**src/hw/rtl/gsp_pkg.sv**
```systemverilog
// Shared types, constants and helpers of the 8-way grid shortest path block.
package gsp_pkg;

    localparam int MAX_ROWS_DEF   = 128;
    localparam int MAX_COLS_DEF   = 128;
    localparam int HEAP_DEPTH_DEF = 131072;

    localparam int DIST_W = 25;
    localparam int DIM_W  = 11;   // holds any active dimension up to 1024
    localparam int CFG_IDX_W  = 2;
    localparam int CFG_DATA_W = 8;

    localparam logic [DIST_W-1:0] DIST_TOP      = {DIST_W{1'b1}};
    localparam logic [DIST_W-1:0] COST_STRAIGHT = DIST_W'(1000);
    localparam logic [DIST_W-1:0] COST_DIAGONAL = DIST_W'(1414);

    localparam logic [1:0] REQ_LOAD  = 2'd0;
    localparam logic [1:0] REQ_QUERY = 2'd1;
    localparam logic [1:0] REQ_READ  = 2'd2;

    localparam logic [CFG_IDX_W-1:0] CFG_ROWS  = 2'd0;
    localparam logic [CFG_IDX_W-1:0] CFG_COLS  = 2'd1;
    localparam logic [CFG_IDX_W-1:0] CFG_EXTRA = 2'd2;

    localparam logic [7:0] CODE_STAR   = 8'h2A;
    localparam logic [7:0] CODE_AT     = 8'h40;
    localparam logic [7:0] EXTRA_RESET = 8'd42;
    localparam logic [7:0] DIM_RESET   = 8'd128;

    localparam logic [1:0] DIR_DEC  = 2'd0;
    localparam logic [1:0] DIR_HOLD = 2'd1;
    localparam logic [1:0] DIR_INC  = 2'd2;

    typedef struct packed {
        logic [1:0] req_type;
        logic [6:0] row;
        logic [6:0] col;
        logic [7:0] cell_code;
        logic [6:0] end_row;
        logic [6:0] end_col;
    } in_t;

    typedef struct packed {
        logic [DIST_W-1:0] distance_milli;
        logic              reached;
        logic              pred_valid;
        logic [6:0]        pred_row;
        logic [6:0]        pred_col;
    } out_t;

    typedef enum logic [4:0] {
        OP_NOP, OP_LATCH, OP_LOAD, OP_PRED_RD, OP_PRED_TAKE, OP_CLEAR, OP_START,
        OP_POP_RD, OP_POP_TOP, OP_POP_LAST, OP_SD_RDL, OP_SD_CMPL, OP_SD_CMPR,
        OP_SD_MOVE, OP_SD_PLACE, OP_U_RD, OP_U_TAKE, OP_NB_CALC, OP_NB_CHECK,
        OP_PU_INIT, OP_PU_RD, OP_PU_CMP, OP_PU_PLACE, OP_NB_INC, OP_EMIT
    } dp_op_t;

    typedef struct packed {
        dp_op_t op;
    } cmd_t;

    typedef struct packed {
        logic [1:0] req_type;
        logic       sweep_last;
        logic       start_ok;
        logic       heap_empty;
        logic       heap_full;
        logic       sd_has_l;
        logic       sd_has_r;
        logic       sd_stay;
        logic       u_is_end;
        logic       nb_in;
        logic       relax;
        logic       pu_root;
        logic       pu_up;
        logic       k_last;
    } status_t;

    // neighbour order: row-major over the 3x3 window, center skipped
    function automatic logic [1:0] nb_dr(input logic [2:0] k);
        logic [1:0] d;
        case (k)
            3'd0, 3'd1, 3'd2: d = DIR_DEC;
            3'd3, 3'd4:       d = DIR_HOLD;
            default:          d = DIR_INC;
        endcase
        return d;
    endfunction

    function automatic logic [1:0] nb_dc(input logic [2:0] k);
        logic [1:0] d;
        case (k)
            3'd0, 3'd3, 3'd5: d = DIR_DEC;
            3'd1, 3'd6:       d = DIR_HOLD;
            default:          d = DIR_INC;
        endcase
        return d;
    endfunction

endpackage

```
**src/hw/rtl/gsp_ctrl.sv**
```systemverilog
// Sequencer of the path search: handshakes, heap walks, neighbour loop.
module gsp_ctrl (
    input  logic             clk,
    input  logic             rst_n,
    input  logic             in_valid,
    output logic             in_ready,
    output logic             out_valid,
    input  logic             out_ready,
    output gsp_pkg::cmd_t    cmd,
    input  gsp_pkg::status_t status
);
    typedef enum logic [4:0] {
        S_INIT, S_IDLE, S_DECODE, S_LOAD, S_RD0, S_RD1, S_CLEAR, S_START,
        S_POP0, S_POP1, S_POP2, S_SD_L, S_SD_LC, S_SD_RC, S_SD_MV, S_SD_END,
        S_U0, S_U1, S_NB0, S_NB1, S_PU0, S_PU1, S_PU2, S_PU_END, S_NB_NEXT, S_FIN
    } state_t;

    state_t state_reg, state_next;
    logic   out_valid_reg, out_valid_next;

    assign in_ready  = (state_reg == S_IDLE);
    assign out_valid = out_valid_reg;

    always_comb
    begin
        state_next     = state_reg;
        cmd.op         = gsp_pkg::OP_NOP;
        out_valid_next = out_valid_reg && !out_ready;
        case (state_reg)
            S_INIT:
            begin
                cmd.op = gsp_pkg::OP_CLEAR;
                if (status.sweep_last) state_next = S_IDLE;
            end
            S_IDLE:
            begin
                if (in_valid)
                begin
                    cmd.op     = gsp_pkg::OP_LATCH;
                    state_next = S_DECODE;
                end
            end
            S_DECODE:
            begin
                case (status.req_type)
                    gsp_pkg::REQ_LOAD:  state_next = S_LOAD;
                    gsp_pkg::REQ_QUERY: state_next = S_CLEAR;
                    gsp_pkg::REQ_READ:  state_next = S_RD0;
                    default:            state_next = S_FIN;
                endcase
            end
            S_LOAD:
            begin
                cmd.op     = gsp_pkg::OP_LOAD;
                state_next = S_FIN;
            end
            S_RD0:
            begin
                cmd.op     = gsp_pkg::OP_PRED_RD;
                state_next = S_RD1;
            end
            S_RD1:
            begin
                cmd.op     = gsp_pkg::OP_PRED_TAKE;
                state_next = S_FIN;
            end
            S_CLEAR:
            begin
                cmd.op = gsp_pkg::OP_CLEAR;
                if (status.sweep_last) state_next = S_START;
            end
            S_START:
            begin
                cmd.op     = gsp_pkg::OP_START;
                state_next = status.start_ok ? S_POP0 : S_FIN;
            end
            S_POP0:
            begin
                if (status.heap_empty)
                begin
                    state_next = S_FIN;
                end
                else
                begin
                    cmd.op     = gsp_pkg::OP_POP_RD;
                    state_next = S_POP1;
                end
            end
            S_POP1:
            begin
                cmd.op     = gsp_pkg::OP_POP_TOP;
                state_next = S_POP2;
            end
            S_POP2:
            begin
                cmd.op     = gsp_pkg::OP_POP_LAST;
                state_next = status.heap_empty ? S_U0 : S_SD_L;
            end
            S_SD_L:
            begin
                if (status.sd_has_l)
                begin
                    cmd.op     = gsp_pkg::OP_SD_RDL;
                    state_next = S_SD_LC;
                end
                else
                begin
                    state_next = S_SD_END;
                end
            end
            S_SD_LC:
            begin
                cmd.op     = gsp_pkg::OP_SD_CMPL;
                state_next = status.sd_has_r ? S_SD_RC : S_SD_MV;
            end
            S_SD_RC:
            begin
                cmd.op     = gsp_pkg::OP_SD_CMPR;
                state_next = S_SD_MV;
            end
            S_SD_MV:
            begin
                if (status.sd_stay)
                begin
                    state_next = S_SD_END;
                end
                else
                begin
                    cmd.op     = gsp_pkg::OP_SD_MOVE;
                    state_next = S_SD_L;
                end
            end
            S_SD_END:
            begin
                cmd.op     = gsp_pkg::OP_SD_PLACE;
                state_next = S_U0;
            end
            S_U0:
            begin
                cmd.op     = gsp_pkg::OP_U_RD;
                state_next = S_U1;
            end
            S_U1:
            begin
                cmd.op     = gsp_pkg::OP_U_TAKE;
                state_next = status.u_is_end ? S_FIN : S_NB0;
            end
            S_NB0:
            begin
                cmd.op     = gsp_pkg::OP_NB_CALC;
                state_next = status.nb_in ? S_NB1 : S_NB_NEXT;
            end
            S_NB1:
            begin
                cmd.op     = gsp_pkg::OP_NB_CHECK;
                state_next = status.relax ? S_PU0 : S_NB_NEXT;
            end
            S_PU0:
            begin
                if (status.heap_full)
                begin
                    state_next = S_NB_NEXT;
                end
                else
                begin
                    cmd.op     = gsp_pkg::OP_PU_INIT;
                    state_next = S_PU1;
                end
            end
            S_PU1:
            begin
                if (status.pu_root)
                begin
                    state_next = S_PU_END;
                end
                else
                begin
                    cmd.op     = gsp_pkg::OP_PU_RD;
                    state_next = S_PU2;
                end
            end
            S_PU2:
            begin
                cmd.op     = gsp_pkg::OP_PU_CMP;
                state_next = status.pu_up ? S_PU1 : S_PU_END;
            end
            S_PU_END:
            begin
                cmd.op     = gsp_pkg::OP_PU_PLACE;
                state_next = S_NB_NEXT;
            end
            S_NB_NEXT:
            begin
                cmd.op     = gsp_pkg::OP_NB_INC;
                state_next = status.k_last ? S_POP0 : S_NB0;
            end
            S_FIN:
            begin
                if (!out_valid_reg || out_ready)
                begin
                    cmd.op         = gsp_pkg::OP_EMIT;
                    out_valid_next = 1'b1;
                    state_next     = S_IDLE;
                end
            end
            default: state_next = S_IDLE;
        endcase
    end

    always_ff @(posedge clk or negedge rst_n)
    begin
        if (!rst_n)
        begin
            state_reg     <= S_INIT;
            out_valid_reg <= 1'b0;
        end
        else
        begin
            state_reg     <= state_next;
            out_valid_reg <= out_valid_next;
        end
    end
endmodule

```
**config.mk**
```make
export PLATFORM = sky130hd
export DESIGN_NAME = gsp_ctrl
export DESIGN_NICKNAME = d
export VERILOG_FILES = /design/src/hw/rtl/gsp_pkg.sv /design/src/hw/rtl/gsp_ctrl.sv
export SDC_FILE = /design/constraint.sdc
export NUM_CORES = 1
export LEC_CHECK = 0
export ABC_AREA = 0
export BUFFER_PORTS_ARGS = -buffer_cell sky130_fd_sc_hd__buf_2
export CAP_MARGIN = 20
export CORE_MARGIN = 4
export CORE_UTILIZATION = 28
export DETAILED_ROUTE_END_ITERATION = 10
export GPL_TIMING_DRIVEN = 1
export HOLD_SLACK_MARGIN = 0.1
export REMOVE_ABC_BUFFERS = 1
export SLEW_MARGIN = 40
export SYNTH_ARGS = -nofsm -noshare
export SYNTH_HDL_FRONTEND = slang
export SYNTH_SLANG_ARGS = --single-unit
```
**constraint.sdc**
```tcl
create_clock -name clk -period 4.6 [get_ports clk]
set_input_delay 1.15 -clock clk [delete_from_list [all_inputs] [get_ports clk]]
set_output_delay 1.15 -clock clk [all_outputs]
set_load 0.05 [all_outputs]
```
== Yosys cells after proc, flatten, opt, wreduce, memory -nomap -nowiden ==
Index checks and enable logic that the tools add are counted.
Word-level totals
  bits in registers: 6
  RAM bits: 0
  bits in latches: 0
  ROM bits: 0
  input port bits: 19
  output and inout port bits: 7
  memories kept: 0
Cells by class
  div/mod/pow operators: 0
  reductions and logical operators: 9
  muxes and demuxes: 29
  eq/ne operators: 31
  $lt $le $gt $ge: 0
  multiply operators: 0
  $add $sub $neg: 0
  shift operators: 0
  bitwise logic cells: 0
Operator list (number)
  one-hot mux 5 bit (25 select lines): 1
  one-hot mux 5 bit (24 select lines): 1
  2-to-1 mux 5 bit: 11
  == test 5 bit, second input constant: 10
  == test 5 x 4 -> 1 bit, second input constant: 8
  2-to-1 mux 4 bit: 6
  == test 5 x 3 -> 1 bit, second input constant: 4
  one-hot mux 5 bit (3 select lines): 1
  == test 5 x 2 -> 1 bit, second input constant: 2
  != test 2 bit, second input constant: 4
  2-to-1 mux 2 bit: 3
  2-to-1 mux 3 bit: 2
  == test 5 x 1 -> 1 bit, second input constant: 1
  logical NOT 5 bit: 1
  2-to-1 mux 1 bit: 4
  AND reduction 4 bit: 1
  OR reduction 2 bit: 2
  == test 2 x 1 -> 1 bit, second input constant: 1
  == test 2 bit, second input constant: 1
  logical NOT 1 bit: 2
  logical NOT 2 bit: 1
  logical AND 1 bit: 1
  logical OR 1 bit: 1

== Depth between registers and ports, before layout ==
  word-level depth: 4
  gate-level depth with buffers: 7

== Worst setup path after synthesis ==
OpenSTA, ideal clock, no wires.
  kind: input to output
  start: input port status[10] (netlist bit)
  end: output port cmd[1] (netlist bit)
  path slack: 0.998 ns
  stages on the path: 3
  data arrival time: 2.452 ns
  data required time: 3.450 ns
  cells stage by stage: o21ai_0 > a21boi_0 > o21ai_0
RTL lines
  start: declaration: line gsp_ctrl.sv:10  | input gsp_pkg::status_t status
  end: declaration: line gsp_ctrl.sv:9  | output gsp_pkg::cmd_t cmd,

==> flow_metrics.py <==
metrics = {
    "cts": {
        "cts_tree": "built",
        "clock_latency_ns": 0.22,
        "cts_num_sinks": 6,
        "cts.clk_slew.worst_paths_ns": 0.03,
        "hold_buffers": 0,
        "cts_root_buffer": "clkbuf_8",
        "cts_buffer_depth": 2,
        "post_cts_resized": 0,
        "postCtsSetupBuffers": 0,
        "ctsHtreeMaxLevel": 1,
        "cts_buffers": 3,
    },
    "cells_and_area": {
        "largest_register_ff_count": 5,
        "mostFrequentLayoutCell": "buf_2",
        "final_core_util_pct": 32.7,
        "drive_above_1_share_pct": 26.6,
        "final_cell_mix": "25 x buf_2, 14 x nand2_1, 12 x o21ai_0, 11 x a21oi_1, 9 x nor2_1",
        "antenna_cells": 0,
        "num-nets-final": 201,
        "area_growth_pct": 10.8,
    },
    "critical_path": {
        "crit_required_ns": 3.45,
        "cp_slowest_stage_delay_ns": 0.87,
        "start_kind": "register",
        "path_delay_family": "simple AND/OR/NAND/NOR gates",
        "critPathSlowestCell": "dfrtp_1",
        "path_max_fanout": 28,
        "worstPathArrival_ns": 2.36,
        "crit_buf_inv": 1,
        "critical_path_class": "register to output port",
        "critical_path.cell_chain": "nand2_1 > or3_4 > nand2b_1 > o211ai_1 > buf_2",
        "crit_path_end_kind": "output port",
        "r2r_setup_slack_ns": 2.44,
    },
    "drt": {
        "drt_wl_total_mm": 3.50,
        "viasPerCell": 5.82,
        "drt-initial-drc-count": 206,
        "drcViolationCount": 0,
        "drtPass1Iterations": 4,
        "vias": 1321,
        "wl_per_cell_um": 15.4,
        "postRouteAntennaNets": 0,
    },
    "global_route": {
        "antenna_found_initial": 0,
        "grt_pass1_vias": 1169,
        "overflow": 0,
        "grtUsageTotal_pct": 13.0,
        "grt_pass1_wl_mm": 5.67,
        "grt_max_degree": 29,
    },
    "synth": {
        "netlist_area_mm2": 0.00120,
        "ys_seq_elements": 6,
        "synth_edf_count": 0,
        "ys_seq_area_share_pct": 12.5,
        "ys.warnings.count": 0,
        "ys_async_sr_fraction_pct": 100,
        "synth_cell_types": 64,
        "synthCells": 161,
        "syn_area_per_cell_um2": 7.45,
        "ys.flop_type": "dfrtp_1",
    },
    "floorplanning": {
        "initial_utilization_pct": 29.5,
        "die_w_um": 73.4,
        "core_area_mm2": 0.00406,
        "fp-row-count": 23,
        "design.die.area_mm2": 0.00539,
        "io_pins": 26,
        "die_h_um": 73.4,
    },
    "outcome": {
        "status": "completed",
    },
    "pwr": {
        "p_leak_uw": 0.000558,
        "ir_worst_vdd_mv": 0.151,
        "switchingPower_uw": 647,
        "pwr-share-seq_pct": 16.4,
        "powerDensity_mw_per_mm2": 805,
        "clkPwrFrac_pct": 7.1,
        "pwr-share-comb_pct": 76.5,
        "internal_power_uw": 422,
        "p_sw_share_pct": 60.5,
    },
    "timing": {
        "setup-tns-final_ns": 0,
        "fin_crit_ns": 3.51,
        "fmax_mhz": 285,
        "rsz0062_at_grt": "false",
        "fin_skew_ns": 0.00121,
        "relSlewSlack_pct": 44.6,
        "slew_violations": 0,
        "finalSetupViolations": 0,
        "max_slew.worst_pin.slew_ns": 0.831,
        "finalCritPeriodShare_pct": 76.3,
        "finalHoldViolCount": 0,
    },
    "placement": {
        "gp_congestion": 0.843,
        "dpl.hpwl_mm": 2.68,
        "portBuffers": 25,
    },
    "hold_path": {
        "hp-class": "register to register",
    },
    "job": {
        "max_cap_violations": 0,
    },
}
-- cell type report --
type	count	area (um^2)
Tap cell	50	62.6
Multi-Input combinational cell	130	886
Inverter	10	40.0
Sequential cell	6	150
Clock buffer	3	41.3
Timing Repair Buffer	28	148
Fill cell	451	2730
-- metrics by stage --
step                      setup WS [ns]  instance area, um^2  total power (uW)  std cells  hold slack, ns
after floorplan                   0.939                 1080               776        146           0.804
after detailed placement           1.16                 1290               985        224           0.570
after global placement             1.18                 1290               996        224           0.559
after global routing              0.987                 1330              1150        227           0.638
final                              1.09                 1330              1070        227           0.565
after CTS                          1.13                 1330              1060        227           0.578
-- kinds of logic after synthesis --
kind of cell | synth area share (%)
buf+inv | 13.6
simple gates | 34.1
xor+xnor | 0.731
fa+ha+maj | 3.13
flops | 12.5
compound gates | 34.1
mux | 1.77
-- layer usage --
metal	vias up	wire length (um)	share of wire, %	global-route usage, %
met4	0	70	2.0	3.62
met5	-	0	0	0
li1	644	-	-	-
met1	604	1530	44	18.0
met3	8	320	9.1	3.15
met2	65	1580	45	20.0
-- path summary, 6_finish.rpt --
check	depth (start not counted)	start	to
max	5	state_reg[3]	cmd[4]
min	2	out_valid	out_valid
max reg2reg	4	state_reg[3]	state_reg[1]
min reg2reg	2	out_valid	out_valid
max in group asynchronous	1	rst_n	state_reg[3]
min in group asynchronous	1	rst_n	out_valid
-- synth_stat cells (2+ instances only) --
cell / n / area [um^2]
nor2b_1: 3 / 18.8
or2_2: 2 / 12.5
dfrtp_1: 6 / 150
or4_1: 2 / 15.0
or3_1: 2 / 12.5
nand2_1: 14 / 52.6
nor2_1: 9 / 33.8
a21oi_1: 11 / 55.1
o211ai_1: 2 / 15.0
nand3b_1: 2 / 15.0
o2111ai_1: 4 / 35.0
buf_2: 5 / 25.0
a31oi_1: 4 / 25.0
inv_1: 8 / 30.0
buf_4: 3 / 22.5
o21ai_0: 12 / 60.1
nand3_1: 6 / 30.0
ha_1: 3 / 37.5
nand4_1: 3 / 18.8
a211oi_1: 2 / 15.0
nand2_2: 2 / 12.5
o32a_1: 2 / 20.0
buf_6: 5 / 56.3
nor4_1: 2 / 12.5
nand2b_1: 4 / 25.0
o31ai_1: 2 / 15.0
a32oi_1: 2 / 17.5
o2bb2ai_1: 2 / 17.5
nor3b_2: 2 / 25.0
-- power groups by stage --
stage | registers [uW] | clock network (uW) | logic (uW)
2_1_floorplan | 204 | 0 | 572
3_3_place_gp | 177 | 0 | 818
3_5_place_dp | 174 | 0 | 812
4_1_cts | 174 | 77.6 | 813
5_1_grt | 183 | 82.0 | 884
6_report | 176 | 75.8 | 817
-- tightest hold or removal path: cells and delay by family (launching register included) --
family	cells	cell delay, ns
flip-flops	1	0.33
AND/OR/NAND/NOR	2	0.20
(Power assumes the default switching activity.)
